==> config.mk <==
export PLATFORM = sky130hd
export DESIGN_NAME = pfr_sweep
export DESIGN_NICKNAME = d
export VERILOG_FILES = /design/src/sv/pfr_pkg.sv /design/src/sv/pfr_sweep.sv
export SDC_FILE = /design/constraint.sdc
export NUM_CORES = 1
export LEC_CHECK = 0
export ABC_CLOCK_PERIOD_IN_PS = 2300
export BUFFER_PORTS_ARGS = -buffer_cell sky130_fd_sc_hd__buf_4
export CORE_UTILIZATION = 42
export CTS_CLUSTER_SIZE = 28
export DETAILED_ROUTE_END_ITERATION = 8
export PLACE_DENSITY = 0.85
export SYNTH_ARGS = -nofsm -noshare
export SYNTH_HDL_FRONTEND = slang
export SYNTH_SLANG_ARGS = --single-unit
==> constraint.sdc <==
create_clock -name clk -period 2.3 [get_ports clk]
set_clock_uncertainty 0.15 [all_clocks]
set_input_delay 0.345 -clock clk [delete_from_list [all_inputs] [get_ports clk]]
set_output_delay 0.345 -clock clk [all_outputs]
set_load 0.05 [all_outputs]
==> src/sv/pfr_pkg.sv <==
// ----------------------------------------------------------------------------
// Packet-to-frame reassembler package
// Shared constants, bank entry and control types, and the frame length helper.
// ----------------------------------------------------------------------------
package pfr_pkg;

  // Frame storage geometry.
  localparam int FRAME_MAX = 4096;
  localparam int ADDR_W    = $clog2(FRAME_MAX);
  localparam int FLEN_W    = ADDR_W + 1;
  localparam int CFG_W     = 13;

  // Each bank entry carries a frame epoch; an entry is live only when its
  // tag matches the current epoch of its bank.
  localparam int EP_W = 16;
  localparam logic [EP_W-1:0] EP_ONE   = EP_W'(1);
  localparam logic [EP_W-1:0] EP_LIMIT = {{(EP_W-1){1'b1}}, 1'b0};

  // Item commands.
  localparam logic [1:0] CMD_BYTE  = 2'd0;
  localparam logic [1:0] CMD_READ  = 2'd1;
  localparam logic [1:0] CMD_CLEAR = 2'd2;

  // Packet position codes.
  localparam logic [3:0] POS_OFF_START = 4'd4;
  localparam logic [3:0] HDR_LEN       = 4'd10;
  localparam logic [3:0] POS_PAYLOAD   = 4'd11;

  typedef struct packed {
    logic [EP_W-1:0] tag;
    logic [7:0]      data;
  } ent_t;

  // Payload byte write from the stream logic.
  typedef struct packed {
    logic              en;
    logic              mem;
    logic [ADDR_W-1:0] addr;
    ent_t              ent;
  } wreq_t;

  // Bank sweep control: address sequencing and rewritten tags.
  typedef struct packed {
    logic              busy;
    logic              rd_en;
    logic [ADDR_W-1:0] rd_addr;
    logic              wr_en;
    logic [ADDR_W-1:0] wr_addr;
    logic [EP_W-1:0]   tag0;
    logic [EP_W-1:0]   tag1;
    logic              done;
  } swp_t;

  typedef struct packed {
    logic [31:0] seen;
    logic [31:0] dropped;
    logic [31:0] events;
    logic [47:0] offset;
  } stats_t;

  // Effective frame length: zero acts as one, large values saturate.
  function automatic logic [FLEN_W-1:0] frame_len(input logic [CFG_W-1:0] fb);
    logic [FLEN_W-1:0] len;
    if (fb == '0) begin
      len = FLEN_W'(1);
    end else if (32'(fb) > FRAME_MAX) begin
      len = FLEN_W'(FRAME_MAX);
    end else begin
      len = FLEN_W'(fb);
    end
    return len;
  endfunction

endpackage

==> src/sv/pfr_sweep.sv <==
// ----------------------------------------------------------------------------
// Bank sweep sequencer
// Walks both banks once, rewriting every tag: a wipe pass invalidates all
// entries, a remap pass moves live entries to epoch one before the epochs wrap.
// ----------------------------------------------------------------------------
module pfr_sweep (
  input  logic                      clk,
  input  logic                      rst_n,
  input  logic                      wipe,
  input  logic                      remap,
  input  logic [pfr_pkg::EP_W-1:0]  ep0,
  input  logic [pfr_pkg::EP_W-1:0]  ep1,
  input  logic [pfr_pkg::EP_W-1:0]  rd_tag0,
  input  logic [pfr_pkg::EP_W-1:0]  rd_tag1,
  output pfr_pkg::swp_t             sw
);
  import pfr_pkg::*;

  logic              busy_r,    busy_nxt;
  logic              keep_r,    keep_nxt;
  logic [ADDR_W:0]   cnt_r,     cnt_nxt;
  logic              wb_v_r,    wb_v_nxt;
  logic [ADDR_W-1:0] wb_addr_r, wb_addr_nxt;
  logic              issue;
  logic              finish;

  // A read is issued for each address; the write-back follows in the next cycle.
  assign issue  = busy_r && !cnt_r[ADDR_W];
  assign finish = busy_r && cnt_r[ADDR_W] && !wb_v_r;

  always_comb begin
    busy_nxt    = busy_r;
    keep_nxt    = keep_r;
    cnt_nxt     = issue ? cnt_r + (ADDR_W+1)'(1) : cnt_r;
    wb_v_nxt    = issue;
    wb_addr_nxt = cnt_r[ADDR_W-1:0];
    if (finish) begin
      busy_nxt = 1'b0;
    end
    if (wipe) begin
      busy_nxt = 1'b1;
      keep_nxt = 1'b0;
      cnt_nxt  = '0;
      wb_v_nxt = 1'b0;
    end else if (remap && !busy_r) begin
      busy_nxt = 1'b1;
      keep_nxt = 1'b1;
      cnt_nxt  = '0;
      wb_v_nxt = 1'b0;
    end
  end

  always_ff @(posedge clk) begin
    if (!rst_n) begin
      busy_r <= 1'b1;
      keep_r <= 1'b0;
      cnt_r  <= '0;
      wb_v_r <= 1'b0;
    end else begin
      busy_r <= busy_nxt;
      keep_r <= keep_nxt;
      cnt_r  <= cnt_nxt;
      wb_v_r <= wb_v_nxt;
    end
  end

  always_ff @(posedge clk) begin
    wb_addr_r <= wb_addr_nxt;
  end

  // Sweep control towards both banks.
  always_comb begin
    sw.busy    = busy_r;
    sw.rd_en   = issue;
    sw.rd_addr = cnt_r[ADDR_W-1:0];
    sw.wr_en   = busy_r && wb_v_r;
    sw.wr_addr = wb_addr_r;
    sw.tag0    = (keep_r && rd_tag0 == ep0) ? EP_ONE : '0;
    sw.tag1    = (keep_r && rd_tag1 == ep1) ? EP_ONE : '0;
    sw.done    = finish;
  end

endmodule

### After elaboration in Yosys (flattened, before gate mapping)

Index checks and enable logic that the tools add are counted.

| storage, ports and cells | value |
|---|---|
| bits in registers | 28 |
| input port bits | 68 |
| output and inout bits | 60 |
| logic and storage cells | 23 |

| cells by class | value |
|---|---|
| $add $sub $neg | 1 |
| equal/unequal tests | 2 |
| mux-type cells | 2 |
| bitwise logic cells | 1 |
| reductions and logical operators | 12 |

Operators with widths:

| kind | number |
|---|---|
| $eq 16x16->1 | 2 |
| $add 13x1->13 const B | 1 |
| $logic_and 1x1->1 | 7 |
| $logic_not 1->1 | 3 |
| $reduce_or 3->1 | 1 |
| $mux 1 | 2 |
| $reduce_or 2->1 | 1 |
| $not 1->1 | 1 |

### Longest topological paths before layout

Gate-level depths: netlist of the first run.

| logic depth | value |
|---|---|
| depth after elaboration | 3 |
| depth in mapped cells | 5 |
| depth with buffers taken out | 5 |

### Least setup slack after synthesis of the first run

Ideal clock, no wire load.

| path | value |
|---|---|
| kind | input to output |
| from | input ep0[10] (netlist name) |
| to | output sw[17] (netlist name) |
| arrival | 2.359 ns |
| required time | 1.805 ns |
| slack | -0.554 ns |
| stages on the path | 4 |
| buffers on the path | 0 |
| cells stage by stage | xor2_1 nor4_1 nand4_1 nor4_1 |

RTL lines:

| what | RTL line | source |
|---|---|---|
| from (decl) | pfr_sweep.sv:11 | `input logic [pfr_pkg::EP_W-1:0] ep0,` |
| to (decl) | pfr_sweep.sv:15 | `output pfr_pkg::swp_t sw` |

==> summary.md, run 1 <==
| Metric | Value |
|---|---|
| Status | finished clean |
| Via density | 4.348 |
| Largest net degree at the start of global routing | 16 |
| Adder-cell share of the synthesized area | 0.7788% |
| CP bufs+invs | 2 |
| Drt initial violations | 40 |
| Die width | 63.85 um |
| Top cell family by delay on the critical path | simple AND/OR/NAND/NOR gates |
| Skew-Pair Late Insertion Delay | 270 ps |
| CTS Buf Count | 3 |
| Hold Fails Final Rpt | 0 |
| Post-Route Utilization | 60.56% |
| Largest cells by area after synthesis | dfxtp_1, buf_4, xnor2_1 |
| Core area | 3661 um2 |
| Ys flop type | dfxtp_1 |
| CP Cell Sequence | buf_4, xor2_1, nor4_1, nand4_1, nor4_2, buf_4 |
| Flop pwr share | 45.7% |
| Mean post-synth cell area | 9.180 um2 |
| Post-Synthesis Cells | 175 |
| H-tree depth | 1 |
| Min-delay src | rst_n |
| TritonCTS clock tree | built |
| PostCTS Resize Cnt | 0 |
| Sw power | 317.7 uW |
| Post-CTS Setup Repair Bufs | 0 |
| Die area | 4076 um2 |
| ANT cells | 0 |
| IO Count | 128 |
| XOR/XNOR Fraction of Synth Area | 23.44% |
| Largest family of logic cells by synthesized area | XOR/XNOR gates |
| Cell count of the worst reg-to-reg path | 4 |
| P_leak | 0.001030 uW |
| Clock power share | 27.5% |
| Starting Density | 43.88% |
| RSZ-0062 raised after global routing | false |
| Mapped cell area | 1607 um2 |
| Worst EP required | 1800 ps |
| Vias after detailed routing | 1326 |
| Final #Nets | 327 |
| Post-Layout Cell Count | 305 |
| Die Ht | 63.85 um |
| Tmin final | 1972 ps |
| GRT Total Usage | 15.15% |
| Routed WL | 3023 um |
| Number of global-route vias before repair | 1203 |
| Final TNS setup | 0 ps |
| Max stage delay on crit path | 260 ps |
| Reg-to-Reg Start | busy_r$_SDFFE_PP1P_ |
| # rows | 22 |
| FFs w/ async S/R, synth | 0% |
| Detailed-route wire length per cell | 9.911 um |
| 1st-pass router iterations | 3 |
| Max Cap Viol | 0 |
| Combinational share of power | 26.8% |
| Root buf cell | clkbuf_8 |
| CP Depth | 6 |
| Share of cells above drive strength 1 | 40.08% |
| Dominant cell by count in the synthesized netlist | buf_4 |
| Clock sinks | 28 |
| DRC errors left | 0 |
| Int Power | 758.2 uW |
| Pins Over Slew Limit | 0 |
| Most used cell, CP | buf_4 |
| Seq/Total Area, Yosys | 34.89% |
| CP Class | in2out |
| Crit path max fanout | 1 |
| Hold Path Depth | 3 |
| Mux contribution to synthesized area | 0.6231% |
| Share of the cycle needed by the critical path after routing | 85.75% |
| Count of final setup violators | 0 |
| CP Capture Type | output port |
| Final HPWL from detailed placement | 2609 um |
| PD cells | 485.3 nW/um2 |
| Synth Area in Compound Gates | 0.5452% |
| Post-synthesis simple-gate area fraction | 17.45% |
| Max Freq | 507.1 MHz |
| Area grow syn2layout | 38.01% |
| YS warnings | 0 |
| Global-route wire length before repair | 4802 um |
| Dpl cells | 301 |
| Yosys top cell by area | dfxtp_1 |
| Arrival @ worst endpoint | 1480 ps |
| Hold-fix buffers at CTS | 0 |
| Clk slew on worst S/H paths | 90 ps |
| Startpoint Class | primary input |
| Fill count | 333 |
| Switch share | 29.53% |
| Yosys cell types | 26 |
| Max IR drop VDD | 0.2348 mV |
| Crit path from | ep1[10] |
| Top cell type's share of synthesized area | 34.89% |
| Antenna violations before repair | 0 |
| Top cells by instance count after synthesis | buf_4, dfxtp_1, xnor2_1 |
| Total grt overflow | 0 |
| Number of synthesized register bits | 28 |
| EDFF count, synth | 0 |
| Routed Antenna Nets | 0 |
| Port Buffers | 97 |
| Placer Congestion | 0.7433 |
| Max clock buf depth | 2 |
| Crit path max-delay cell type | nor4_1 |
| Worst Hold Class | in2reg |
path summary, 6_finish.rpt:
check	slack, ps	endpoint
max	330	sw[1]
min	210	keep_r$_SDFFE_PP0P_
max reg2reg	650	cnt_r[10]$_SDFFE_PP0P_
min reg2reg	250	wb_addr_r[9]$_DFF_P_
layer usage:
| layer | wire length [um] | global-route usage (%) | share of wire (%) | vias to the layer above |
|---|---|---|---|---|
| met5 | 0 | 0 | 0 | - |
| met4 | 65 | 7.386 | 2.2 | 0 |
| li1 | - | - | - | 662 |
| met1 | 1059 | 13.61 | 35 | 586 |
| met3 | 262 | 3.571 | 8.7 | 9 |
| met2 | 1634 | 30.72 | 54 | 69 |
power groups by stage:
stage / Combinational (uW) / Clock [uW] / Sequential [uW]
2_1_floorplan: 218 / 0 / 509
3_3_place_gp: 286 / 0 / 503
3_5_place_dp: 289 / 0 / 503
4_1_cts: 290 / 299 / 492
5_1_grt: 307 / 318 / 493
6_report: 288 / 296 / 492
cell usage in the layout, fill, tap and decap left out, types with 2 or more instances in the layout:
cell type / instances
dfxtp_1: 28
and4_1: 3
buf_4: 97
nor2b_1: 2
nand2_1: 5
nor4_1: 2
nand4_1: 10
xnor2_1: 28
xor2_1: 15
conb_1: 30
nor2_1: 17
nor4_2: 2
nand3_1: 2
clkbuf_8: 4
state kept, by name, summed over array words and instances (netlist names):
register   flops
wb_addr_r     12
wb_v_r         1
busy_r         1
keep_r         1
cnt_r         13
cell families after synthesis:
family	count (synthesis)
AO/OA/AOI/OAI	1
buffers and inverters	48
multiplexers	1
flip-flops	28
AND/OR/NAND/NOR	52
other	1
XOR/XNOR	43
adder cells (fa/ha/maj)	1
stage by stage:
stage	setup slack [ps]	area, um2	power, uW	hold WS, ps
2_1_floorplan	1.224	1728	726.6	221.2
3_3_place_gp	311.9	2162	789.0	234.1
3_5_place_dp	308.8	2162	792.5	239.9
4_1_cts	308.8	2217	1081	220.0
5_1_grt	227.0	2217	1117	243.5
6_report	327.8	2217	1076	205.5
layout make-up:
cell class / count / area, um2 / area share (%)
multi-input cells: 128 / 813.3 / 36.68
clock buffers: 4 / 55.05 / 2.483
repair buffers: 97 / 728.2 / 32.84
flip-flops and latches: 28 / 560.5 / 25.28
well taps: 48 / 60.06 / 2.709
worst register-to-register path, cell delays in order, from the launching register on:
cell,delay (ps)
dfxtp_1,450
nor2b_1,450
and4_1,300
xnor2_1,130
nor2_1,50
Power figures use the tool's default switching activity.
==> run 2: changes to the inputs <==
--- a/constraint.sdc
+++ b/constraint.sdc
@@ -3,3 +3,3 @@
 set_input_delay 0.345 -clock clk [delete_from_list [all_inputs] [get_ports clk]]
 set_output_delay 0.345 -clock clk [all_outputs]
-set_load 0.05 [all_outputs]
+set_load 0.1 [all_outputs]
==> run 2 against run 1 <==
Effect of this change:
- register-to-register slack better by 70 ps
- sequential share of layout area is 0.46 points lower
- critical endpoint is now sw[17]
- sequential cell count stayed put
- clock power is 28% higher
- combinational power is 43% higher
- first-iteration DRC count is 2.5% higher
==> summary.md, run 2 (synthesized netlist as in run 1, its figures left out) <==
| Metric | Value |
|---|---|
| Status | finished clean |
| Final TNS setup | 0 ps (unchanged) |
| Placer Congestion | 0.7711 (+3.7%) |
| Routed Antenna Nets | 0 (unchanged) |
| ANT cells | 0 (unchanged) |
| P_leak | 0.001070 uW (+3.9%) |
| Worst EP required | 1800 ps (about the same) |
| CTS Buf Count | 3 (unchanged) |
| Hold Path End | keep_r$_SDFFE_PP0P_ |
| Max Freq | 480.7 MHz (-5.2%) |
| Max stage delay on crit path | 330 ps (+70 ps) |
| CP Capture Type | output port |
| PD cells | 568.0 nW/um2 (+17%) |
| Detailed-route wire length per cell | 10.25 um (+3.4%) |
| Area grow syn2layout | 40.58% |
| # rows | 22 (unchanged) |
| RSZ-0062 raised after global routing | false |
| Biggest regs | cnt_r (13), wb_addr_r (12) |
| Arrival @ worst endpoint | 1590 ps (+110 ps) |
| Final HPWL from detailed placement | 2700 um (+3.5%) |
| Count of final setup violators | 0 (unchanged) |
| Starting Density | 43.88% (unchanged) |
| Post-CTS Setup Repair Bufs | 0 (unchanged) |
| Clk slew on worst S/H paths | 90 ps (about the same) |
| Vias after detailed routing | 1334 (+0.60%) |
| Crit path max-delay cell type | buf_4 |
| Die width | 63.85 um (unchanged) |
| Number of flip-flops in the largest register | 13 (unchanged) |
| Top reg by flops | cnt_r |
| Crit path max fanout | 1 (unchanged) |
| Via density | 4.359 (+0.27%) |
| Routed WL | 3136 um (+3.7%) |
| H-tree depth | 1 (unchanged) |
| Total grt overflow | 0 (unchanged) |
| GRT Total Usage | 15.72% (+0.57 points) |
| Number of global-route vias before repair | 1267 (+5.3%) |
| PostCTS Resize Cnt | 0 (unchanged) |
| Min-delay src | rst_n |
| Startpoint Class | primary input |
| Cell count of the worst reg-to-reg path | 3 (-1) |
| CP Cell Sequence | buf_4, xor2_1, nor4_1, nand4_1, nor4_4, buf_4 |
| TritonCTS clock tree | built |
| Max Cap Viol | 0 (unchanged) |
| DRC errors left | 0 (unchanged) |
| IO Count | 128 (unchanged) |
| Core area | 3661 um2 (unchanged) |
| Reg-to-Reg Start | busy_r$_SDFFE_PP1P_ |
| Post-place setup slack | 195.6 ps (-113.2 ps) |
| Hold Fails Final Rpt | 0 (unchanged) |
| Antenna violations before repair | 0 (unchanged) |
| Pins Over Slew Limit | 0 (unchanged) |
| Hold Path Depth | 3 (unchanged) |
| Die Ht | 63.85 um (unchanged) |
| Worst Hold Class | in2reg |
| Max clock buf depth | 2 (unchanged) |
| 1st-pass router iterations | 4 (+1) |
| Most used cell, CP | buf_4 |
| Die area | 4076 um2 (unchanged) |
| Post-route setup slack | 219.6 ps (-108.2 ps) |
| Most frequent cells in the layout | buf_4, conb_1, xnor2_1, dfxtp_1, nor2_1 |
| Port Buffers | 97 (unchanged) |
| Clock sinks | 28 (unchanged) |
| CP Class | in2out |
| Share of cells above drive strength 1 | 40.31% (+0.23 points) |
| Worst R2R End | busy_r$_SDFFE_PP1P_ |
| Commonest non-fill, non-tap cell in the layout | buf_4 |
| Largest net degree at the start of global routing | 17 (+1) |
| Final #Nets | 328 (+0.31%) |
| Tmin final | 2080 ps (+108.2 ps) |
| Hold-fix buffers at CTS | 0 (unchanged) |
| Share of the cycle needed by the critical path after routing | 90.45% (+4.7 points) |
| Max IR drop VDD | 0.2910 mV (+24%) |
| Drt initial violations | 41 (+2.5%) |
| FF-to-FF setup slack | 720 ps (+70 ps) |
| Root buf cell | clkbuf_8 |
| Skew-Pair Late Insertion Delay | 270 ps (about the same) |
| Global-route wire length before repair | 5085 um (+5.9%) |
-- run 2: changes by cell type in the layout (fill, tap and decap cells not counted) --
cell and delta:
buf_4 +1, nor4_2 -2, nor4_4 +2, bufinv_16 +1, clkbuf_8 -1
-- run 2: final cells by class --
cell class,count,area (um2)
Clock buffer,3,41.29
Clock inverter,1,30.03
Fill cell,344,1403
Multi-Input combinational cell,128,830.8
Sequential cell,28,560.5
Tap cell,48,60.06
Timing Repair Buffer,98,735.7
-- run 2: report_power, final --
part | switching (uW) | leakage, uW | total [uW] | internal [uW]
Clock | 146 | 0.0000357 | 378 | 233
Combinational | 296 | 0.000808 | 413 | 116
Sequential | 3.04 | 0.000226 | 492 | 489
-- run 2: per-stage QoR --
stage          area [um2]  instances  hold slack [ps]  power, uW  util (%)
2_1_floorplan        1745        204            221.2      850.2         -
3_3_place_gp         2187        302            238.3      912.7     59.74
3_5_place_dp         2187        302            241.5      916.7     59.74
4_1_cts              2258        306            202.5       1288     61.69
5_1_grt              2258        306            247.4       1327     61.69
6_report             2258        306            193.2       1283     61.69
-- run 2: how the worst max path moves through the flow --
| stage | from | to | slack (ps) | cells past startpoint |
|---|---|---|---|---|
| 6_report | ep0[10] | sw[17] | 220 | 6 |
| 4_1_cts | ep0[10] | sw[17] | 190 | 6 |
| 3_5_place_dp | ep0[10] | sw[17] | 200 | 6 |
| 5_1_grt | ep1[10] | sw[1] | 60 | 6 |
| 3_3_place_gp | ep0[10] | sw[17] | 190 | 6 |
| 2_1_floorplan | ep0[10] | sw[17] | -80 | 4 |
-- run 2: routing by layer --
layer,GRT usage (%),up-vias,wire (um)
met5,0,-,0
met4,3.409,0,22
met3,3.036,4,255
met2,34.04,69,1816
met1,14.38,600,1041
li1,-,661,-
-- run 2: critical path: cells and delay by family --
kind                   cells  cell delay, ps
AND/OR/NAND/NOR            3             650
XOR/XNOR                   1             150
buffers and inverters      2             440
==> run 3: changes to the inputs <==
Settings changed: GPL_TIMING_DRIVEN from default to 0.
==> run 3 against run 2 <==
Effect of this change:
- critical path depth did not move
- count of clock-buffer cells in the layout did not move
- wire length increased by 13%
- via count up 11%
- register-to-register slack gained 70 ps
- design area rose by 15%
- sequential power hardly changed
- first-iteration DRC count increased by 2.4%
- hold slack improved by 4.9 ps
- total power increased by 3.4%
- core utilization up 9.5 points
- critical path type unchanged
- largest power group unchanged
==> summary.md, run 3 (synthesized netlist as in run 1, its figures left out) <==
| Metric | Value |
|---|---|
| Port Buffers | 97 (unchanged) |
| Count of final setup violators | 0 (unchanged) |
| Post-place setup slack | 163.2 ps (-32.42 ps) |
| Hold-fix buffers at CTS | 0 (unchanged) |
| FF-to-FF setup slack | 790 ps (+70 ps) |
| Area grow syn2layout | 62.15% |
| Number of global-route vias before repair | 1368 (+8.0%) |
| Pins Over Slew Limit | 0 (unchanged) |
| Arrival @ worst endpoint | 1610 ps (+20 ps) |
| Final TNS setup | 0 ps (unchanged) |
| Share of cells above drive strength 1 | 49.18% (+8.9 points) |
| Max Freq | 475.8 MHz (-1.0%) |
| Via density | 4.195 (-3.8%) |
| Die Ht | 63.85 um (unchanged) |
| Post-layout power | 1327 uW (+3.4%) |
| DRC errors left | 0 (unchanged) |
| Routed WL | 3543 um (+13%) |
| Post-CTS Setup Repair Bufs | 0 (unchanged) |
| Drt initial violations | 42 (+2.4%) |
| Placer Congestion | 0.7365 (-4.5%) |
| Met1 Routed Length | 1158 um (+11%) |
| Root buf cell | clkbuf_8 |
| Commonest non-fill, non-tap cell in the layout | buf_4 |
| Met3 wire length | 273 um (+7.1%) |
| CTS Buf Count | 3 (unchanged) |
| Most frequent cells in the layout | buf_4, conb_1, xnor2_1, dfxtp_1, nor2_1 |
| PD cells | 509.2 nW/um2 (-10%) |
| Tmin final | 2102 ps (+21.56 ps) |
| Max clock buf depth | 2 (unchanged) |
| Max Cap Viol | 0 (unchanged) |
| IO Count | 128 (unchanged) |
| Top layer in use | met4 |
| Global-route wire length before repair | 5575 um (+9.6%) |
| Crit path from | ep0[10] |
| Number of flip-flops in the largest register | 13 (unchanged) |
| Status | finished clean |
| Worst Hold Class | in2reg |
| Post-route setup slack | 198.1 ps (-21.56 ps) |
| TritonCTS clock tree | built |
| Skew-Pair Late Insertion Delay | 270 ps (about the same) |
| Routed Antenna Nets | 0 (unchanged) |
| Share of the cycle needed by the critical path after routing | 91.39% (+0.94 points) |
| Final #Nets | 375 (+14%) |
| Worst R2R End | busy_r$_SDFFE_PP1P_ |
| Fill count | 304 (-12%) |
| GRT Total Usage | 17.14% (+1.4 points) |
| WL met2 | 2063 um (+14%) |
| Max IR drop VDD | 0.2498 mV (-14%) |
| CP Class | in2out |
| P_leak | 0.001317 uW (+23%) |
| Clock sinks | 28 (unchanged) |
| Worst EP required | 1800 ps (about the same) |
| Total grt overflow | 0 (unchanged) |
| Dpl cells | 349 (+16%) |
| Hold Fails Final Rpt | 0 (unchanged) |
| Top reg by flops | cnt_r |
| CP Capture Type | output port |
| Cell count of the worst reg-to-reg path | 4 (+1) |
| H-tree depth | 1 (unchanged) |
| Die area | 4076 um2 (unchanged) |
| Final HPWL from detailed placement | 3090 um (+14%) |
| Vias after detailed routing | 1481 (+11%) |
| Antenna violations before repair | 0 (unchanged) |
| Post-Layout Cell Count | 353 (+15%) |
| Core area | 3661 um2 (unchanged) |
| Starting Density | 43.88% (unchanged) |
| PostCTS Resize Cnt | 0 (unchanged) |
| Crit path to | sw[17] |
| Die width | 63.85 um (unchanged) |
| Largest net degree at the start of global routing | 17 (unchanged) |
| ANT cells | 0 (unchanged) |
| Biggest regs | cnt_r (13), wb_addr_r (12) |
| RSZ-0062 raised after global routing | false |
| Crit path max fanout | 1 (unchanged) |
| 1st-pass router iterations | 4 (unchanged) |
| Clk slew on worst S/H paths | 90 ps (about the same) |
| # rows | 22 (unchanged) |
| Startpoint Class | primary input |
| Reg-to-Reg Start | busy_r$_SDFFE_PP1P_ |
| Detailed-route wire length per cell | 10.04 um (-2.1%) |
## run 3: cell count changes in the layout (fill, tap and decap cells not counted), sizes merged
cell	delta
buf	+46
clkbuf	+1
## run 3: worst min path at each step
stage / depth (start not counted) / from / end / slack (ps)
after floorplan: 0 / cnt_r[9]$_SDFFE_PP0P_ / wb_addr_r[9]$_DFF_P_ / 220
after global placement: 0 / cnt_r[9]$_SDFFE_PP0P_ / wb_addr_r[9]$_DFF_P_ / 240
after detailed placement: 0 / cnt_r[9]$_SDFFE_PP0P_ / wb_addr_r[9]$_DFF_P_ / 240
after CTS: 3 / rst_n / keep_r$_SDFFE_PP0P_ / 200
after global routing: 3 / wipe / wb_v_r$_SDFF_PP0_ / 230
final: 3 / rst_n / keep_r$_SDFFE_PP0P_ / 200
## run 3: per-layer routing
| layer | global-route usage (%) | vias to the layer above |
|---|---|---|
| met1 | 15.77 | 643 |
| met2 | 36.44 | 73 |
| met5 | 0 | - |
| li1 | - | 758 |
| met3 | 3.571 | 7 |
| met4 | 4.545 | 0 |
## run 3: power breakdown
group          internal (uW)  leakage (uW)  switching [uW]
logic                    154       0.00106             305
registers                489      0.000226            3.20
clock network            233     0.0000357             143
## run 3: metrics by stage
stage	instance area [um2]	hold slack, ps	utilization, %
floorplan	1745	221.2	-
global placement	2534	236.2	69.21
detailed placement	2534	241.2	69.21
CTS	2605	201.6	71.16
global route	2605	226.0	71.16
finish	2605	198.1	71.16
## run 3: cell type report
cell class | count | area (um2) | area share (%)
Buffer | 48 | 354.1 | 13.59
Clock buffer | 3 | 41.29 | 1.585
Clock inverter | 1 | 30.03 | 1.153
Multi-Input combinational cell | 128 | 830.8 | 31.89
Sequential cell | 28 | 560.5 | 21.52
Tap cell | 48 | 60.06 | 2.305
Timing Repair Buffer | 97 | 728.2 | 27.95
## run 3: critical path, cell delays in order
cell     delay, ps
buf_4          110
xor2_1         150
nor4_1         290
nand4_1        190
nor4_4         180
buf_4          340
