[config.mk]
export PLATFORM = sky130hd
export DESIGN_NAME = pfr_core
export DESIGN_NICKNAME = d
export VERILOG_FILES = /design/src/sv/pfr_pkg.sv /design/src/sv/pfr_core.sv
export SDC_FILE = /design/constraint.sdc
export NUM_CORES = 1
export LEC_CHECK = 0
export BUFFER_PORTS_ARGS = -buffer_cell sky130_fd_sc_hd__buf_2
export CELL_PAD_IN_SITES_DETAIL_PLACEMENT = 1
export CELL_PAD_IN_SITES_GLOBAL_PLACEMENT = 2
export CORE_MARGIN = 1
export CORE_UTILIZATION = 38
export CTS_CLUSTER_DIAMETER = 60
export CTS_CLUSTER_SIZE = 14
export DETAILED_ROUTE_END_ITERATION = 8
export PLACE_DENSITY = 0.95
export SYNTH_ARGS = -nofsm -noshare
export SYNTH_HDL_FRONTEND = slang
export SYNTH_SLANG_ARGS = --single-unit
[constraint.sdc]
create_clock -name clk -period 25.7 [get_ports clk]
set_input_delay 3.855 -clock clk [delete_from_list [all_inputs] [get_ports clk]]
set_output_delay 3.855 -clock clk [all_outputs]
set_load 0.03 [all_outputs]
[src/sv/pfr_pkg.sv]
// ----------------------------------------------------------------------------
// Packet-to-frame reassembler package
// Shared constants, bank entry and control types, and the frame length helper.
// ----------------------------------------------------------------------------
package pfr_pkg;

  // Frame storage geometry.
  localparam int FRAME_MAX = 4096;
  localparam int ADDR_W    = $clog2(FRAME_MAX);
  localparam int FLEN_W    = ADDR_W + 1;
  localparam int CFG_W     = 13;

  // Each bank entry carries a frame epoch; an entry is live only when its
  // tag matches the current epoch of its bank.
  localparam int EP_W = 16;
  localparam logic [EP_W-1:0] EP_ONE   = EP_W'(1);
  localparam logic [EP_W-1:0] EP_LIMIT = {{(EP_W-1){1'b1}}, 1'b0};

  // Item commands.
  localparam logic [1:0] CMD_BYTE  = 2'd0;
  localparam logic [1:0] CMD_READ  = 2'd1;
  localparam logic [1:0] CMD_CLEAR = 2'd2;

  // Packet position codes.
  localparam logic [3:0] POS_OFF_START = 4'd4;
  localparam logic [3:0] HDR_LEN       = 4'd10;
  localparam logic [3:0] POS_PAYLOAD   = 4'd11;

  typedef struct packed {
    logic [EP_W-1:0] tag;
    logic [7:0]      data;
  } ent_t;

  // Payload byte write from the stream logic.
  typedef struct packed {
    logic              en;
    logic              mem;
    logic [ADDR_W-1:0] addr;
    ent_t              ent;
  } wreq_t;

  // Bank sweep control: address sequencing and rewritten tags.
  typedef struct packed {
    logic              busy;
    logic              rd_en;
    logic [ADDR_W-1:0] rd_addr;
    logic              wr_en;
    logic [ADDR_W-1:0] wr_addr;
    logic [EP_W-1:0]   tag0;
    logic [EP_W-1:0]   tag1;
    logic              done;
  } swp_t;

  typedef struct packed {
    logic [31:0] seen;
    logic [31:0] dropped;
    logic [31:0] events;
    logic [47:0] offset;
  } stats_t;

  // Effective frame length: zero acts as one, large values saturate.
  function automatic logic [FLEN_W-1:0] frame_len(input logic [CFG_W-1:0] fb);
    logic [FLEN_W-1:0] len;
    if (fb == '0) begin
      len = FLEN_W'(1);
    end else if (32'(fb) > FRAME_MAX) begin
      len = FLEN_W'(FRAME_MAX);
    end else begin
      len = FLEN_W'(fb);
    end
    return len;
  endfunction

endpackage

[src/sv/pfr_core.sv]
// ----------------------------------------------------------------------------
// Stream tracking logic
// Header capture, sequence and offset checks, zero-fill padding, frame fill
// position, statistics and bank epochs. State advances once per item.
// ----------------------------------------------------------------------------
module pfr_core (
  input  logic                        clk,
  input  logic                        rst_n,
  input  logic                        clr,
  input  logic                        step,
  input  logic [pfr_pkg::FLEN_W-1:0]  flen,
  input  logic [1:0]                  cmd,
  input  logic [7:0]                  data,
  input  logic                        last,
  input  logic                        pass_done,
  output pfr_pkg::stats_t             stats_nxt,
  output logic [1:0]                  done_cnt,
  output pfr_pkg::wreq_t              wreq,
  output logic                        rd_mem,
  output logic [pfr_pkg::EP_W-1:0]    rd_ep,
  output logic [pfr_pkg::EP_W-1:0]    ep0,
  output logic [pfr_pkg::EP_W-1:0]    ep1
);
  import pfr_pkg::*;

  logic [31:0]       seq_r,  seq_nxt;
  logic [47:0]       offh_r, offh_nxt;
  logic [3:0]        pos_r,  pos_nxt;
  logic [FLEN_W-1:0] fill_r, fill_nxt;
  stats_t            st_r;
  logic              sel_r,  sel_nxt;
  logic [EP_W-1:0]   ep0_r,  ep0_nxt;
  logic [EP_W-1:0]   ep1_r,  ep1_nxt;

  logic              is_byte, in_seq, in_off, in_pay, first;
  logic [2:0]        off_lane;
  logic [31:0]       seq_ins;
  logic [47:0]       off_ins;
  logic [EP_W-1:0]   ep_w, ep_c;
  logic [31:0]       seq_inc;
  logic              seq_gap, need_pad, pad_close, close2, inc_c, inc_w;
  logic [47:0]       gap, off_p;
  logic [FLEN_W-1:0] room, fill_p, fill_w;

  // Position decode.
  assign is_byte  = (cmd == CMD_BYTE);
  assign in_seq   = (pos_r < POS_OFF_START);
  assign in_off   = !in_seq && (pos_r < HDR_LEN);
  assign in_pay   = (pos_r >= HDR_LEN);
  assign first    = (pos_r == HDR_LEN);
  assign off_lane = 3'(pos_r - POS_OFF_START);

  // Little-endian header byte insertion.
  always_comb begin
    seq_ins = seq_r;
    seq_ins[8*pos_r[1:0] +: 8] = data;
    off_ins = offh_r;
    if (in_off) begin
      off_ins[8*off_lane +: 8] = data;
    end
  end

  // Epochs of the working and the completed bank.
  assign ep_w = sel_r ? ep1_r : ep0_r;
  assign ep_c = sel_r ? ep0_r : ep1_r;

  // Header check on the first payload byte and the zero-fill pad.
  assign seq_inc   = st_r.seen + 32'd1;
  assign seq_gap   = (seq_r != seq_inc);
  assign need_pad  = first && (seq_gap || st_r.offset != offh_r);
  assign gap       = offh_r - st_r.offset;
  assign room      = flen - fill_r;
  assign pad_close = need_pad && ((|gap[47:FLEN_W]) || gap[FLEN_W-1:0] >= room);
  assign fill_p    = pad_close ? '0 :
                     need_pad  ? fill_r + gap[FLEN_W-1:0] : fill_r;
  assign off_p     = need_pad ? offh_r : st_r.offset;
  assign fill_w    = fill_p + FLEN_W'(1);
  assign close2    = (fill_w >= flen);

  // A close makes the completed bank the new working one under a fresh epoch.
  assign inc_c = pad_close || close2;
  assign inc_w = pad_close && close2;

  // Item effect on statistics, frame count and the bank write.
  always_comb begin
    stats_nxt = st_r;
    done_cnt  = 2'd0;
    wreq.en   = 1'b0;
    wreq.mem  = sel_r ^ pad_close;
    wreq.addr = fill_p[ADDR_W-1:0];
    wreq.ent  = {(pad_close ? ep_c + EP_ONE : ep_w), data};
    unique case (cmd)
      CMD_BYTE: begin
        if (in_pay) begin
          if (first) begin
            if (seq_gap) begin
              stats_nxt.seen    = seq_r;
              stats_nxt.dropped = st_r.dropped + seq_r + ~st_r.seen;
              stats_nxt.events  = st_r.events + 32'd1;
            end else begin
              stats_nxt.seen = seq_inc;
            end
          end
          stats_nxt.offset = off_p + 48'd1;
          done_cnt         = {1'b0, pad_close} + {1'b0, close2};
          wreq.en          = 1'b1;
        end
      end
      CMD_CLEAR: begin
        stats_nxt = '0;
      end
      default: begin
      end
    endcase
  end

  // Next state for the stream registers.
  always_comb begin
    seq_nxt  = seq_r;
    offh_nxt = offh_r;
    pos_nxt  = pos_r;
    fill_nxt = fill_r;
    sel_nxt  = sel_r;
    ep0_nxt  = ep0_r;
    ep1_nxt  = ep1_r;
    if (is_byte) begin
      if (in_seq) begin
        seq_nxt = seq_ins;
      end
      if (in_off) begin
        offh_nxt = off_ins;
      end
      if (in_pay) begin
        fill_nxt = close2 ? '0 : fill_w;
        sel_nxt  = sel_r ^ pad_close ^ close2;
        if (sel_r) begin
          ep0_nxt = ep0_r + EP_W'(inc_c);
          ep1_nxt = ep1_r + EP_W'(inc_w);
        end else begin
          ep0_nxt = ep0_r + EP_W'(inc_w);
          ep1_nxt = ep1_r + EP_W'(inc_c);
        end
      end
      if (last) begin
        pos_nxt = '0;
      end else if (in_pay) begin
        pos_nxt = POS_PAYLOAD;
      end else begin
        pos_nxt = pos_r + 4'd1;
      end
    end
  end

  always_ff @(posedge clk) begin
    if (!rst_n || clr) begin
      seq_r  <= '0;
      offh_r <= '0;
      pos_r  <= '0;
      fill_r <= '0;
      st_r   <= '0;
      sel_r  <= 1'b0;
    end else if (step) begin
      seq_r  <= seq_nxt;
      offh_r <= offh_nxt;
      pos_r  <= pos_nxt;
      fill_r <= fill_nxt;
      st_r   <= stats_nxt;
      sel_r  <= sel_nxt;
    end
  end

  // Epochs restart at one after every bank sweep.
  always_ff @(posedge clk) begin
    if (!rst_n || pass_done) begin
      ep0_r <= EP_ONE;
      ep1_r <= EP_ONE;
    end else if (step) begin
      ep0_r <= ep0_nxt;
      ep1_r <= ep1_nxt;
    end
  end

  assign rd_mem = ~sel_r;
  assign rd_ep  = ep_c;
  assign ep0    = ep0_r;
  assign ep1    = ep1_r;

endmodule

# Word level (Yosys, flattened, before mapping)
# Cells that the tools add are included.
# word_totals
inputBits	29
word_cells	86
out_inout_bits	233
register_bits	274
# op_classes
reduce_logical	17
bitwise_logic	4
n_shift	4
eq_ne	4
n_lt_le_gt_ge	5
add_sub_neg	19
muxes	22
# op_table
cell	count
$pmux W144 S2	1
$mux W144	1
$mux W96	1
$mux W16	5
$add A16 B1 Y16	4
$add A32 B1 Y32 const B	2
$add A32 B32 Y32	2
$mux W64	1
$add A48 B1 Y48 const B	1
$bwmux W48	1
$mux W48	1
$ne A48 B48 Y1	1
$shift A8 B34 Y48 const A	1
$shiftx A8 B34 Y48	1
$sub A48 B48 Y48	1
$mux W13	3
$reduce_or A35 Y1	1
$neg A5 Y34	1
$neg A6 Y34	1
$shift A8 B34 Y32 const A	1
$shiftx A8 B34 Y32	1
$bwmux W32	1
$mux W32	1
$ne A32 B32 Y1	1
25 further kinds	40

# Logic depth before layout (Yosys ltp)
# Gate-level depths: netlist (run 1).
# depth
ltp_word	11
depth_mapped	52
ltp_nobuf	52

# Worst setup path before layout (run 1)
# OpenSTA, ideal clock, no wires.
# synth_path
path_kind	input to output
start	in flen[0] in the netlist's numbering
end	out done_cnt[0]
slack_ns	9.933
t_arrival_ns	11.912
path_stages	43
n_path_buf	0
path_cell_list	inv_1 ha_1 fa_1 inv_1 a21oi_1 o21bai_1 a21oi_1 o21bai_1 a21oi_1 o21bai_1 and2_1 o21ai_0 nand2b_1 a21o_1 a21oi_1 xnor2_1 ha_1 a21oi_1 [... 7 more ...] nor4_2 nand4_2 o31ai_1 ha_1 ha_1 nor2b_1 o21a_1 o21a_1 o21a_1 o21a_1 o21a_1 o21a_1 o21ai_0 a21oi_1 a2111oi_0 o21ai_1 ha_1 and2_1
# synth_rtl
item	line_no	source
start, declared	pfr_core.sv:11	input logic [pfr_pkg::FLEN_W-1:0] flen,
end, declared	pfr_core.sv:17	output logic [1:0] done_cnt,

# Final worst setup path (run 1)
# layout_path
start	in flen[0] in the netlist's numbering
end	out done_cnt[0]
# layout_between
elab_chain_len	10
# layout_rtl
item	line_no	source
$sub A13 B13 Y13	pfr_core.sv:72	assign room = flen - fill_r;
$ge A13 B13 Y1	pfr_core.sv:73	assign pad_close = need_pad && ((|gap[47:FLEN_W]) || gap[FLEN_W-1:0] >= room);
$logic_or A1 B1 Y1	pfr_core.sv:73	
$logic_and A1 B1 Y1	pfr_core.sv:73	
$mux W13	pfr_core.sv:74	assign fill_p = pad_close ? '0 :
$add A13 B1 Y13	pfr_core.sv:77	assign fill_w = fill_p + FLEN_W'(1);
$ge A13 B13 Y1	pfr_core.sv:78	assign close2 = (fill_w >= flen);
$add A1 B1 Y2 (*)	pfr_core.sv:105	done_cnt = {1'b0, pad_close} + {1'b0, close2};
$mux W2 (*)	pfr_core.sv:94	if (in_pay) begin
$mux W2 (*)	pfr_core.sv:92	unique case (cmd)
# Every way passes the cells marked *; elsewhere a longest branch is shown, timed or not.

==> run_summary.xml, run 1 <==
<?xml version="1.0" encoding="UTF-8"?>
<metrics>
  <group name="sta">
    <metric name="final_count_of_hold_timing_violations" unit="">0</metric>
    <metric name="holdWs" unit="ns">0.494</metric>
    <metric name="final_period_minus_worst_setup_slack" unit="ns">16.96</metric>
    <metric name="final.setup_skew" unit="ns">0.0359</metric>
    <metric name="slew-limit-headroom" unit="%">11.7</metric>
    <metric name="max_slew.worst_pin.slew" unit="ns">1.32</metric>
    <metric name="finalSetupViolations" unit="">0</metric>
    <metric name="timing.final.max_slew_violations" unit="">0</metric>
    <metric name="final_cycle_share" unit="%">66.0</metric>
    <metric name="grt_setup_unrepaired" unit="">false</metric>
    <metric name="fin_tns_setup" unit="ns">0</metric>
    <metric name="max_frequency" unit="MHz">59.0</metric>
  </group>
  <group name="floorplanning">
    <metric name="pin_count" unit="">262</metric>
    <metric name="die-area" unit="sq mm">0.0673</metric>
    <metric name="coreArea" unit="sq mm">0.0656</metric>
    <metric name="initial_core_utilization" unit="%">38.4</metric>
    <metric name="rows" unit="">94</metric>
    <metric name="die_h" unit="microns">259</metric>
    <metric name="dieWidth" unit="microns">259</metric>
  </group>
  <group name="grt">
    <metric name="grt_pass1_wl" unit="microns">156000</metric>
    <metric name="via_count_of_the_first_global_routing_pass" unit="">26644</metric>
    <metric name="gr-usage-all-layers" unit="%">29.2</metric>
    <metric name="grt_start_max_net_pins" unit="">75</metric>
    <metric name="grt-ovfl-total" unit="">0</metric>
    <metric name="antenna_found_initial" unit="">1</metric>
  </group>
  <group name="yosys">
    <metric name="synth.most_common_cell" unit="">sky130_fd_sc_hd__nor2_1</metric>
    <metric name="ys.warnings.count" unit="">0</metric>
    <metric name="async_reset_ff_share" unit="%">0</metric>
    <metric name="synth.largest_area_cell" unit="">sky130_fd_sc_hd__dfxtp_1</metric>
    <metric name="netlist_top_cells_area" unit="">sky130_fd_sc_hd__dfxtp_1, sky130_fd_sc_hd__ha_1, sky130_fd_sc_hd__a21oi_1, sky130_fd_sc_hd__nor2_1, sky130_fd_sc_hd__nand2_1</metric>
    <metric name="postSynthCellCount" unit="">3452</metric>
    <metric name="post_synth_most_frequent_cells" unit="">sky130_fd_sc_hd__nor2_1, sky130_fd_sc_hd__nand2_1, sky130_fd_sc_hd__a21oi_1</metric>
    <metric name="yosysSeqAreaShare" unit="%">21.8</metric>
    <metric name="synth_enable_flop_cells" unit="">0</metric>
    <metric name="netlist-cell-type-count" unit="">101</metric>
    <metric name="yosysTopAreaCellShare" unit="%">21.8</metric>
    <metric name="syn-mean-instance-area" unit="sq um">7.30</metric>
    <metric name="synth_seq_cells" unit="">274</metric>
    <metric name="synth_flop_cell" unit="">sky130_fd_sc_hd__dfxtp_1</metric>
    <metric name="synth_cell_area" unit="sq mm">0.0252</metric>
    <metric name="mappedNetlistNets" unit="">3661</metric>
  </group>
  <group name="cells_and_area">
    <metric name="area_growth_syn_to_layout" unit="%">12.5</metric>
    <metric name="finalNonFillerCells" unit="">4461</metric>
    <metric name="antenna_cells_inserted" unit="">0</metric>
    <metric name="finalNetCount" unit="">3780</metric>
    <metric name="fillCellCount" unit="">8321</metric>
    <metric name="final_design_area_no_fill" unit="sq mm">0.0283</metric>
    <metric name="drive_above_1_share" unit="%">12.2</metric>
  </group>
  <group name="setup_path">
    <metric name="critical_path_required" unit="ns">21.84</metric>
    <metric name="critical-path-top-cell-by-count" unit="">sky130_fd_sc_hd__a21oi_1</metric>
    <metric name="worstPathArrival" unit="ns">13.11</metric>
    <metric name="path_class" unit="">input pin to output pin</metric>
    <metric name="worstSetupStartpointType" unit="">input pin</metric>
    <metric name="slowest_library_cell_on_the_worst_path" unit="">sky130_fd_sc_hd__fa_1</metric>
    <metric name="critical_path.max_fanout" unit="">10</metric>
    <metric name="critPathMaxStageDelay" unit="ns">0.41</metric>
    <metric name="end_kind" unit="">output pin</metric>
  </group>
  <group name="cts">
    <metric name="ctsHoldBuffers" unit="">0</metric>
    <metric name="path_clk_slew" unit="ns">0.07</metric>
    <metric name="htree_num_levels" unit="">2</metric>
    <metric name="numCtsBuffers" unit="">37</metric>
    <metric name="clock_latency_of_the_later_clocked_register_in_the_worst_skew_pair" unit="ns">0.59</metric>
    <metric name="tritoncts_clock_tree" unit="">done</metric>
    <metric name="numClockSinks" unit="">274</metric>
    <metric name="clk_tree_root_cell" unit="">sky130_fd_sc_hd__clkbuf_16</metric>
    <metric name="cts_resized" unit="">0</metric>
    <metric name="post-cts-setup-buffers" unit="">0</metric>
    <metric name="cts_max_path_buffers" unit="">3</metric>
  </group>
  <group name="place">
    <metric name="place_inst" unit="">4396</metric>
    <metric name="gpl.final_weighted_congestion" unit="">0.944</metric>
    <metric name="port_buffer_cells" unit="">261</metric>
    <metric name="dpl_cell_area" unit="sq mm">0.0270</metric>
    <metric name="hpwlAfterDp" unit="microns">75000</metric>
  </group>
  <group name="power_and_ir_drop">
    <metric name="cellPowerDensity" unit="mW/mm^2">40.7</metric>
    <metric name="power.total" unit="uW">1150</metric>
    <metric name="static-leakage-power" unit="uW">0.0119</metric>
    <metric name="power.ir.vdd_worst" unit="V">0.0000503</metric>
  </group>
  <group name="detailed_routing">
    <metric name="vias_per_cell" unit="">6.05</metric>
    <metric name="drtPass1Iterations" unit="">5</metric>
    <metric name="wire_per_inst" unit="microns">22.7</metric>
    <metric name="detailroute.via_count" unit="">26969</metric>
    <metric name="route.detailed.drc" unit="">0</metric>
    <metric name="drt-total-wl" unit="microns">101000</metric>
    <metric name="drc_violation_total_after_the_first_tritonroute_iteration" unit="">1970</metric>
    <metric name="number_of_nets_with_antenna_violations_after_routing" unit="">0</metric>
  </group>
  <group name="status">
    <metric name="run_status" unit="">completed</metric>
  </group>
  <group name="min_path">
    <metric name="timing.hold.worst.class" unit="">register to register</metric>
  </group>
  <group name="run">
    <metric name="drv_cap" unit="">0</metric>
  </group>
</metrics>
==> cell families after synthesis <==
kind of cell,synth area share (%)
flops,21.8
buf+inv,6.29
compound gates,23.7
fa+ha+maj,9.98
xor+xnor,7.95
simple gates,25.0
mux,5.23
==> sequential cells by signal, indices dropped and copies added, names as in the netlist <==
| signal | flops |
|---|---|
| ep1 | 16 |
| fill_r | 13 |
| offh_r | 48 |
| st_r | 144 |
| seq_r | 32 |
| pos_r | 4 |
| ep0 | 16 |
| sel_r | 1 |
==> critical path: cells and delay by family <==
family	cells	cell delay (ns)
simple gates	14	3.23
compound gates	21	3.46
xor+xnor	1	0.28
buf+inv	4	0.40
fa+ha+maj	6	1.86
==> stage by stage <==
stage                     setup WS [ns]  util (%)
after floorplan                    9.93         -
after global placement             9.10      41.1
after detailed placement           8.87      41.1
after CTS                          8.83      43.2
after global routing               7.84      43.2
final                              8.74      43.2
==> power breakdown <==
| group | switching (uW) | internal [uW] | total [uW] |
|---|---|---|---|
| logic | 80.1 | 39.4 | 119 |
| registers | 2.06 | 426 | 428 |
| clock network | 237 | 369 | 605 |
| total | 319 | 834 | 1150 |
==> placed cells by master, fill, tap and decap left out, types with 135 or more instances in the layout <==
cell and n:
sky130_fd_sc_hd__inv_1 178, sky130_fd_sc_hd__nand2_1 340, sky130_fd_sc_hd__xnor2_1 135, sky130_fd_sc_hd__ha_1 145, sky130_fd_sc_hd__dfxtp_1 274, sky130_fd_sc_hd__a21oi_1 297, sky130_fd_sc_hd__nor2_1 378, sky130_fd_sc_hd__buf_2 260
sky130_fd_sc_hd__o21ai_0 228, sky130_fd_sc_hd__nand3_1 172
==> layer usage <==
metal  wire length, microns  GRT usage, %
met1                  45200          39.4
met2                  46700          48.0
met3                   6650          4.60
met4                   2600          7.97
met5                     17             0
==> path summary, 6_finish.rpt <==
check | from | end | slack, ns | cells past startpoint
worst min-delay path | seq_r[31]$_SDFFE_PP0P_ | seq_r[31]$_SDFFE_PP0P_ | 0.49 | 2
worst min register to register | seq_r[31]$_SDFFE_PP0P_ | seq_r[31]$_SDFFE_PP0P_ | 0.49 | 2
worst max-delay path | flen[0] | done_cnt[0] | 8.74 | 46
worst max register to register | st_r[0]$_SDFFE_PP0P_ | ep1[8]$_SDFFE_PP0P_ | 15.05 | 44
==> layout make-up <==
cell class	instances	area (sq um)	share of cell area, %
multi-input cells	2786	18200	64.1
flip-flops and latches	274	5490	19.3
repair buffers	291	1540	5.42
well taps	864	1080	3.81
clock buffers	43	1010	3.56
inverters	181	679	2.40
clock inverters	22	385	1.36
Power figures use the tool's default switching activity.
==> run 2, diff against run 1 <==
- CORE_UTILIZATION: 38 -> 32
- PLACE_DENSITY: 0.95 -> 0.89
- clock period: 25.7 -> 14 ns (I/O delays scaled with it)
==> run 2 against run 1 <==
Setup slack got worse by 7.9 ns. Critical path depth did not move. Via count decreased by 0.14%. Cell area increased by 1.2%. Combinational power is 83% higher. Clock-buffer cell count up 5. Non-clock buffer count increased by 2. Clock skew up 0.015 ns. Global-route usage decreased by 3.8 points. Sequential power increased by 84%. Critical endpoint unchanged. Die area grew 19%.
==> run_summary.xml, run 2 (synthesis results as in run 1) <==
<?xml version="1.0" encoding="UTF-8"?>
<metrics>
  <group name="status">
    <metric name="run_status" unit="">completed</metric>
  </group>
  <group name="cts">
    <metric name="tritoncts_clock_tree" unit="">done</metric>
    <metric name="cts_max_path_buffers" unit="">3</metric>
    <metric name="htree_num_levels" unit="">2</metric>
    <metric name="path_clk_slew" unit="ns">0.06</metric>
    <metric name="numClockSinks" unit="">274</metric>
    <metric name="clk_tree_root_cell" unit="">sky130_fd_sc_hd__clkbuf_16</metric>
    <metric name="numCtsBuffers" unit="">43</metric>
    <metric name="ctsHoldBuffers" unit="">0</metric>
    <metric name="clock_latency_of_the_later_clocked_register_in_the_worst_skew_pair" unit="ns">0.62</metric>
    <metric name="cts_resized" unit="">0</metric>
    <metric name="post-cts-setup-buffers" unit="">0</metric>
  </group>
  <group name="setup_path">
    <metric name="worstPathArrival" unit="ns">11.08</metric>
    <metric name="worstSetupStartpointType" unit="">input pin</metric>
    <metric name="critical_path_required" unit="ns">11.90</metric>
    <metric name="rr_worst_depth" unit="">44</metric>
    <metric name="slowest_library_cell_on_the_worst_path" unit="">sky130_fd_sc_hd__fa_1</metric>
    <metric name="critical_path.max_fanout" unit="">10</metric>
    <metric name="critical-path-top-cell-by-count" unit="">sky130_fd_sc_hd__a21oi_1</metric>
    <metric name="path_class" unit="">input pin to output pin</metric>
    <metric name="end_kind" unit="">output pin</metric>
    <metric name="critPathMaxStageDelay" unit="ns">0.41</metric>
  </group>
  <group name="detailed_routing">
    <metric name="number_of_nets_with_antenna_violations_after_routing" unit="">0</metric>
    <metric name="vias_per_cell" unit="">5.79</metric>
    <metric name="wire_per_inst" unit="microns">22.3</metric>
    <metric name="drc_violation_total_after_the_first_tritonroute_iteration" unit="">1643</metric>
    <metric name="route.detailed.drc" unit="">0</metric>
    <metric name="drtPass1Iterations" unit="">5</metric>
    <metric name="drt-total-wl" unit="microns">104000</metric>
    <metric name="detailroute.via_count" unit="">26931</metric>
  </group>
  <group name="place">
    <metric name="hpwlAfterDp" unit="microns">76600</metric>
    <metric name="place_inst" unit="">4574</metric>
    <metric name="port_buffer_cells" unit="">261</metric>
    <metric name="gpl.final_weighted_congestion" unit="">0.931</metric>
  </group>
  <group name="sta">
    <metric name="grt_setup_unrepaired" unit="">false</metric>
    <metric name="final_count_of_hold_timing_violations" unit="">0</metric>
    <metric name="slew-limit-headroom" unit="%">20.9</metric>
    <metric name="max_frequency" unit="MHz">75.9</metric>
    <metric name="finalSetupViolations" unit="">0</metric>
    <metric name="final_period_minus_worst_setup_slack" unit="ns">13.18</metric>
    <metric name="final.setup_skew" unit="ns">0.0509</metric>
    <metric name="fin_tns_setup" unit="ns">0</metric>
    <metric name="final_cycle_share" unit="%">94.1</metric>
    <metric name="max_slew.worst_pin.slew" unit="ns">1.18</metric>
    <metric name="timing.final.max_slew_violations" unit="">0</metric>
  </group>
  <group name="cells_and_area">
    <metric name="drive_above_1_share" unit="%">12.6</metric>
    <metric name="area_growth_syn_to_layout" unit="%">13.9</metric>
    <metric name="most-common-layout-cells" unit="">sky130_fd_sc_hd__nor2_1, sky130_fd_sc_hd__nand2_1, sky130_fd_sc_hd__a21oi_1</metric>
    <metric name="registers.top_by_ff_count" unit="">st_r</metric>
    <metric name="finalNetCount" unit="">3788</metric>
    <metric name="reg_top3" unit="">st_r: 144 flops, offh_r: 48 flops, seq_r: 32 flops</metric>
    <metric name="flip_flop_count_of_the_largest_register_after_layout" unit="">144</metric>
    <metric name="layout_commonest_cell" unit="">sky130_fd_sc_hd__nor2_1</metric>
    <metric name="fillCellCount" unit="">9743</metric>
    <metric name="register_area" unit="sq mm">0.00549</metric>
    <metric name="finalNonFillerCells" unit="">4654</metric>
    <metric name="antenna_cells_inserted" unit="">0</metric>
    <metric name="multiInputGateArea" unit="sq mm">0.0182</metric>
  </group>
  <group name="grt">
    <metric name="grt_pass1_wl" unit="microns">159000</metric>
    <metric name="gr-usage-all-layers" unit="%">25.4</metric>
    <metric name="grt-ovfl-total" unit="">0</metric>
    <metric name="antenna_found_initial" unit="">2</metric>
    <metric name="via_count_of_the_first_global_routing_pass" unit="">26851</metric>
    <metric name="grt_start_max_net_pins" unit="">95</metric>
  </group>
  <group name="floorplanning">
    <metric name="initial_core_utilization" unit="%">32.4</metric>
    <metric name="die-area" unit="sq mm">0.0798</metric>
    <metric name="dieWidth" unit="microns">283</metric>
    <metric name="pin_count" unit="">262</metric>
    <metric name="rows" unit="">102</metric>
    <metric name="die_h" unit="microns">283</metric>
    <metric name="coreArea" unit="sq mm">0.0777</metric>
  </group>
  <group name="power_and_ir_drop">
    <metric name="static-leakage-power" unit="uW">0.0119</metric>
    <metric name="cellPowerDensity" unit="mW/mm^2">74.7</metric>
    <metric name="power.ir.vdd_worst" unit="V">0.0000719</metric>
  </group>
  <group name="run">
    <metric name="drv_cap" unit="">0</metric>
  </group>
  <group name="min_path">
    <metric name="timing.hold.worst.class" unit="">register to register</metric>
    <metric name="worstHoldPathCells" unit="">2</metric>
  </group>
</metrics>
## run 2: critical path: cells and delay by family
family                   cells  cell delay, ns
buffers and inverters        4            0.41
AND/OR/NAND/NOR             14            3.23
adder cells (fa/ha/maj)      6            1.85
AO/OA/AOI/OAI               21            3.34
XOR/XNOR                     1            0.13
## run 2: stage by stage
| step | cell area (sq um) | util (%) | setup WS [ns] | power [uW] | hold slack [ns] |
|---|---|---|---|---|---|
| 3_5_place_dp | 27200 | 35.0 | 0.805 | 1020 | 0.490 |
| 6_report | 28700 | 36.9 | 0.820 | 2140 | 0.496 |
| 5_1_grt | 28700 | 36.9 | 0.135 | 2220 | 0.531 |
| 3_3_place_gp | 27200 | 35.0 | 1.15 | 1010 | 0.480 |
| 4_1_cts | 28700 | 36.9 | 0.801 | 2170 | 0.498 |
| 2_1_floorplan | 25200 | - | 1.74 | 952 | 0.458 |
## run 2: worst paths after layout
check,startpoint,to,slack [ns]
worst min register to register,seq_r[31]$_SDFFE_PP0P_,seq_r[31]$_SDFFE_PP0P_,0.50
worst max-delay path,flen[0],done_cnt[0],0.82
worst max register to register,st_r[0]$_SDFFE_PP0P_,ep1[8]$_SDFFE_PP0P_,3.43
worst min-delay path,seq_r[31]$_SDFFE_PP0P_,seq_r[31]$_SDFFE_PP0P_,0.50
## run 2: power breakdown
group,internal [uW],switching (uW)
Combinational,72.7,146
Clock,656,484
Sequential,782,3.78
## run 2: area by class of cell
cell class	count	share of cell area, %
clock buffers	48	3.92
clock inverters	32	1.30
inverters	181	2.37
multi-input cells	2786	63.3
flip-flops and latches	274	19.1
well taps	1040	4.54
repair buffers	293	5.46
## run 2: routing by layer
metal	vias up	track usage (%)	wire length, microns
met2	794	42.1	47900
li1	12574	-	-
met3	163	4.17	6500
met1	13398	33.6	46200
met4	2	7.66	3030
met5	-	0	11
==> run 3, diff against run 2 <==
- CORE_ASPECT_RATIO: not set -> 0.8
==> run 3 against run 2 <==
Non-clock buffer count is 4 higher. Sequential cell count stayed put. Sequential share of layout area is 0.17 points higher. Critical endpoint unchanged.
==> run_summary.xml, run 3 (synthesis results as in run 1) <==
<?xml version="1.0" encoding="UTF-8"?>
<metrics>
  <group name="grt">
    <metric name="grt-ovfl-total" unit="">0</metric>
    <metric name="via_count_of_the_first_global_routing_pass" unit="">26379</metric>
    <metric name="grt_start_max_net_pins" unit="">188</metric>
    <metric name="gr-usage-all-layers" unit="%">25.3</metric>
    <metric name="grt_pass1_wl" unit="microns">159000</metric>
    <metric name="antenna_found_initial" unit="">3</metric>
  </group>
  <group name="detailed_routing">
    <metric name="vias_per_cell" unit="">5.83</metric>
    <metric name="drc_violation_total_after_the_first_tritonroute_iteration" unit="">2097</metric>
    <metric name="detailroute.via_count" unit="">26961</metric>
    <metric name="drtPass1Iterations" unit="">6</metric>
    <metric name="route.detailed.drc" unit="">0</metric>
    <metric name="wire_per_inst" unit="microns">22.4</metric>
    <metric name="number_of_nets_with_antenna_violations_after_routing" unit="">0</metric>
    <metric name="drt-total-wl" unit="microns">104000</metric>
  </group>
  <group name="sta">
    <metric name="final_count_of_hold_timing_violations" unit="">0</metric>
    <metric name="final_period_minus_worst_setup_slack" unit="ns">13.24</metric>
    <metric name="timing.final.max_slew_violations" unit="">0</metric>
    <metric name="slew-limit-headroom" unit="%">16.6</metric>
    <metric name="finalWorstSetupSlack" unit="ns">0.763</metric>
    <metric name="final.setup_skew" unit="ns">0.0347</metric>
    <metric name="final_cycle_share" unit="%">94.5</metric>
    <metric name="finalSetupViolations" unit="">0</metric>
    <metric name="max_slew.worst_pin.slew" unit="ns">1.25</metric>
    <metric name="grt_setup_unrepaired" unit="">false</metric>
    <metric name="max_frequency" unit="MHz">75.5</metric>
    <metric name="fin_tns_setup" unit="ns">0</metric>
  </group>
  <group name="floorplanning">
    <metric name="die_h" unit="microns">253</metric>
    <metric name="pin_count" unit="">262</metric>
    <metric name="rows" unit="">91</metric>
    <metric name="coreArea" unit="sq mm">0.0775</metric>
    <metric name="dieWidth" unit="microns">316</metric>
    <metric name="initial_core_utilization" unit="%">32.5</metric>
    <metric name="die-area" unit="sq mm">0.0799</metric>
  </group>
  <group name="cells_and_area">
    <metric name="register_area" unit="sq mm">0.00549</metric>
    <metric name="antenna_cells_inserted" unit="">0</metric>
    <metric name="flip_flop_count_of_the_largest_register_after_layout" unit="">144</metric>
    <metric name="multiInputGateArea" unit="sq mm">0.0182</metric>
    <metric name="fillCellCount" unit="">9718</metric>
    <metric name="postLayoutCoreUtil" unit="%">36.7</metric>
    <metric name="layout_commonest_cell" unit="">sky130_fd_sc_hd__nor2_1</metric>
    <metric name="finalNetCount" unit="">3785</metric>
    <metric name="reg_top3" unit="">st_r: 144 flops, offh_r: 48 flops, seq_r: 32 flops</metric>
    <metric name="most-common-layout-cells" unit="">sky130_fd_sc_hd__nor2_1, sky130_fd_sc_hd__nand2_1, sky130_fd_sc_hd__a21oi_1</metric>
    <metric name="area_growth_syn_to_layout" unit="%">12.9</metric>
    <metric name="drive_above_1_share" unit="%">12.2</metric>
    <metric name="registers.top_by_ff_count" unit="">st_r</metric>
  </group>
  <group name="cts">
    <metric name="numCtsBuffers" unit="">36</metric>
    <metric name="clock_latency_of_the_later_clocked_register_in_the_worst_skew_pair" unit="ns">0.59</metric>
    <metric name="cts_max_path_buffers" unit="">3</metric>
    <metric name="clk_tree_root_cell" unit="">sky130_fd_sc_hd__clkbuf_16</metric>
    <metric name="tritoncts_clock_tree" unit="">done</metric>
    <metric name="path_clk_slew" unit="ns">0.06</metric>
    <metric name="numClockSinks" unit="">274</metric>
    <metric name="htree_num_levels" unit="">2</metric>
  </group>
  <group name="min_path">
    <metric name="timing.hold.worst.class" unit="">register to register</metric>
    <metric name="worstHoldPathCells" unit="">2</metric>
  </group>
  <group name="power_and_ir_drop">
    <metric name="cellPowerDensity" unit="mW/mm^2">70.7</metric>
    <metric name="static-leakage-power" unit="uW">0.0118</metric>
    <metric name="power.ir.vdd_worst" unit="V">0.0000623</metric>
    <metric name="power.total" unit="uW">2010</metric>
  </group>
  <group name="place">
    <metric name="gpl.final_weighted_congestion" unit="">0.958</metric>
    <metric name="place_ws" unit="ns">0.755</metric>
    <metric name="port_buffer_cells" unit="">261</metric>
    <metric name="hpwlAfterDp" unit="microns">77200</metric>
  </group>
  <group name="setup_path">
    <metric name="critical_path.max_fanout" unit="">10</metric>
    <metric name="slowest_library_cell_on_the_worst_path" unit="">sky130_fd_sc_hd__fa_1</metric>
    <metric name="worstPathArrival" unit="ns">11.14</metric>
    <metric name="worst-path-stages" unit="">46</metric>
    <metric name="path_class" unit="">input pin to output pin</metric>
    <metric name="critPathMaxStageDelay" unit="ns">0.40</metric>
    <metric name="critical_path.top_delay_family" unit="">compound AO/OA/AOI/OAI gates</metric>
    <metric name="end_kind" unit="">output pin</metric>
    <metric name="timing.critical_path.buf_inv" unit="">4</metric>
    <metric name="worstSetupStartpointType" unit="">input pin</metric>
    <metric name="rr_worst_depth" unit="">45</metric>
    <metric name="critical-path-top-cell-by-count" unit="">sky130_fd_sc_hd__a21oi_1</metric>
    <metric name="critical_path_required" unit="ns">11.90</metric>
  </group>
  <group name="status">
    <metric name="run_status" unit="">completed</metric>
  </group>
  <group name="run">
    <metric name="drv_cap" unit="">0</metric>
  </group>
</metrics>
-- run 3: cell count changes in the layout (fill, tap and decap cells not counted), sizes merged --
cell	previous run	this run
buf	293	297
bufinv	3	2
clkbuf	48	42
clkinv	16	6
clkinvlp	4	3
-- run 3: worst paths after layout --
kind | from | to | slack (ns)
setup / recovery | flen[0] | done_cnt[0] | 0.76
hold reg to reg | seq_r[31]$_SDFFE_PP0P_ | seq_r[31]$_SDFFE_PP0P_ | 0.51
setup reg to reg | st_r[0]$_SDFFE_PP0P_ | ep0[14]$_SDFFE_PP0P_ | 3.74
hold / removal | seq_r[31]$_SDFFE_PP0P_ | seq_r[31]$_SDFFE_PP0P_ | 0.51
-- run 3: metal layers --
layer	vias up	wire [microns]	global-route usage, %
li1	12582	-	-
met1	13305	49300	36.5
met2	919	44400	38.5
met3	149	6990	3.73
met4	6	2820	7.29
met5	-	40	0
-- run 3: worst register-to-register path: cells and delay by family, from the launching register on --
family	cells	cell delay [ns]
compound gates	17	3.41
xor+xnor	2	0.44
fa+ha+maj	8	2.24
buf+inv	2	0.16
flops	1	0.46
simple gates	16	3.41
-- run 3: what timing repair did --
item                       4_1_cts  5_1_grt
resized for setup                0        1
hold buffers                     0        0
setup endpoints to repair        0        2
buffers inserted                 0        0
-- run 3: cell type report --
cell class | count | share of cell area (%)
Multi-Input combinational cell | 2786 | 63.9
Timing Repair Buffer | 297 | 5.61
Inverter | 181 | 2.39
Sequential cell | 274 | 19.3
Clock inverter | 20 | 0.845
Tap cell | 1023 | 4.50
Clock buffer | 42 | 3.47
-- run 3: stage by stage --
stage	area, sq um	hold slack [ns]	instances
after detailed placement	27200	0.494	4561
after global placement	27200	0.483	4561
after floorplan	25200	0.458	3452
after global routing	28400	0.521	4623
final	28400	0.514	4623
after CTS	28400	0.509	4623
-- run 3: power by group --
| group | total, uW | internal, uW | switching, uW |
|---|---|---|---|
| clock network | 1000 | 558 | 445 |
| registers | 785 | 782 | 3.69 |
| logic | 222 | 72.9 | 149 |
| total | 2010 | 1410 | 598 |
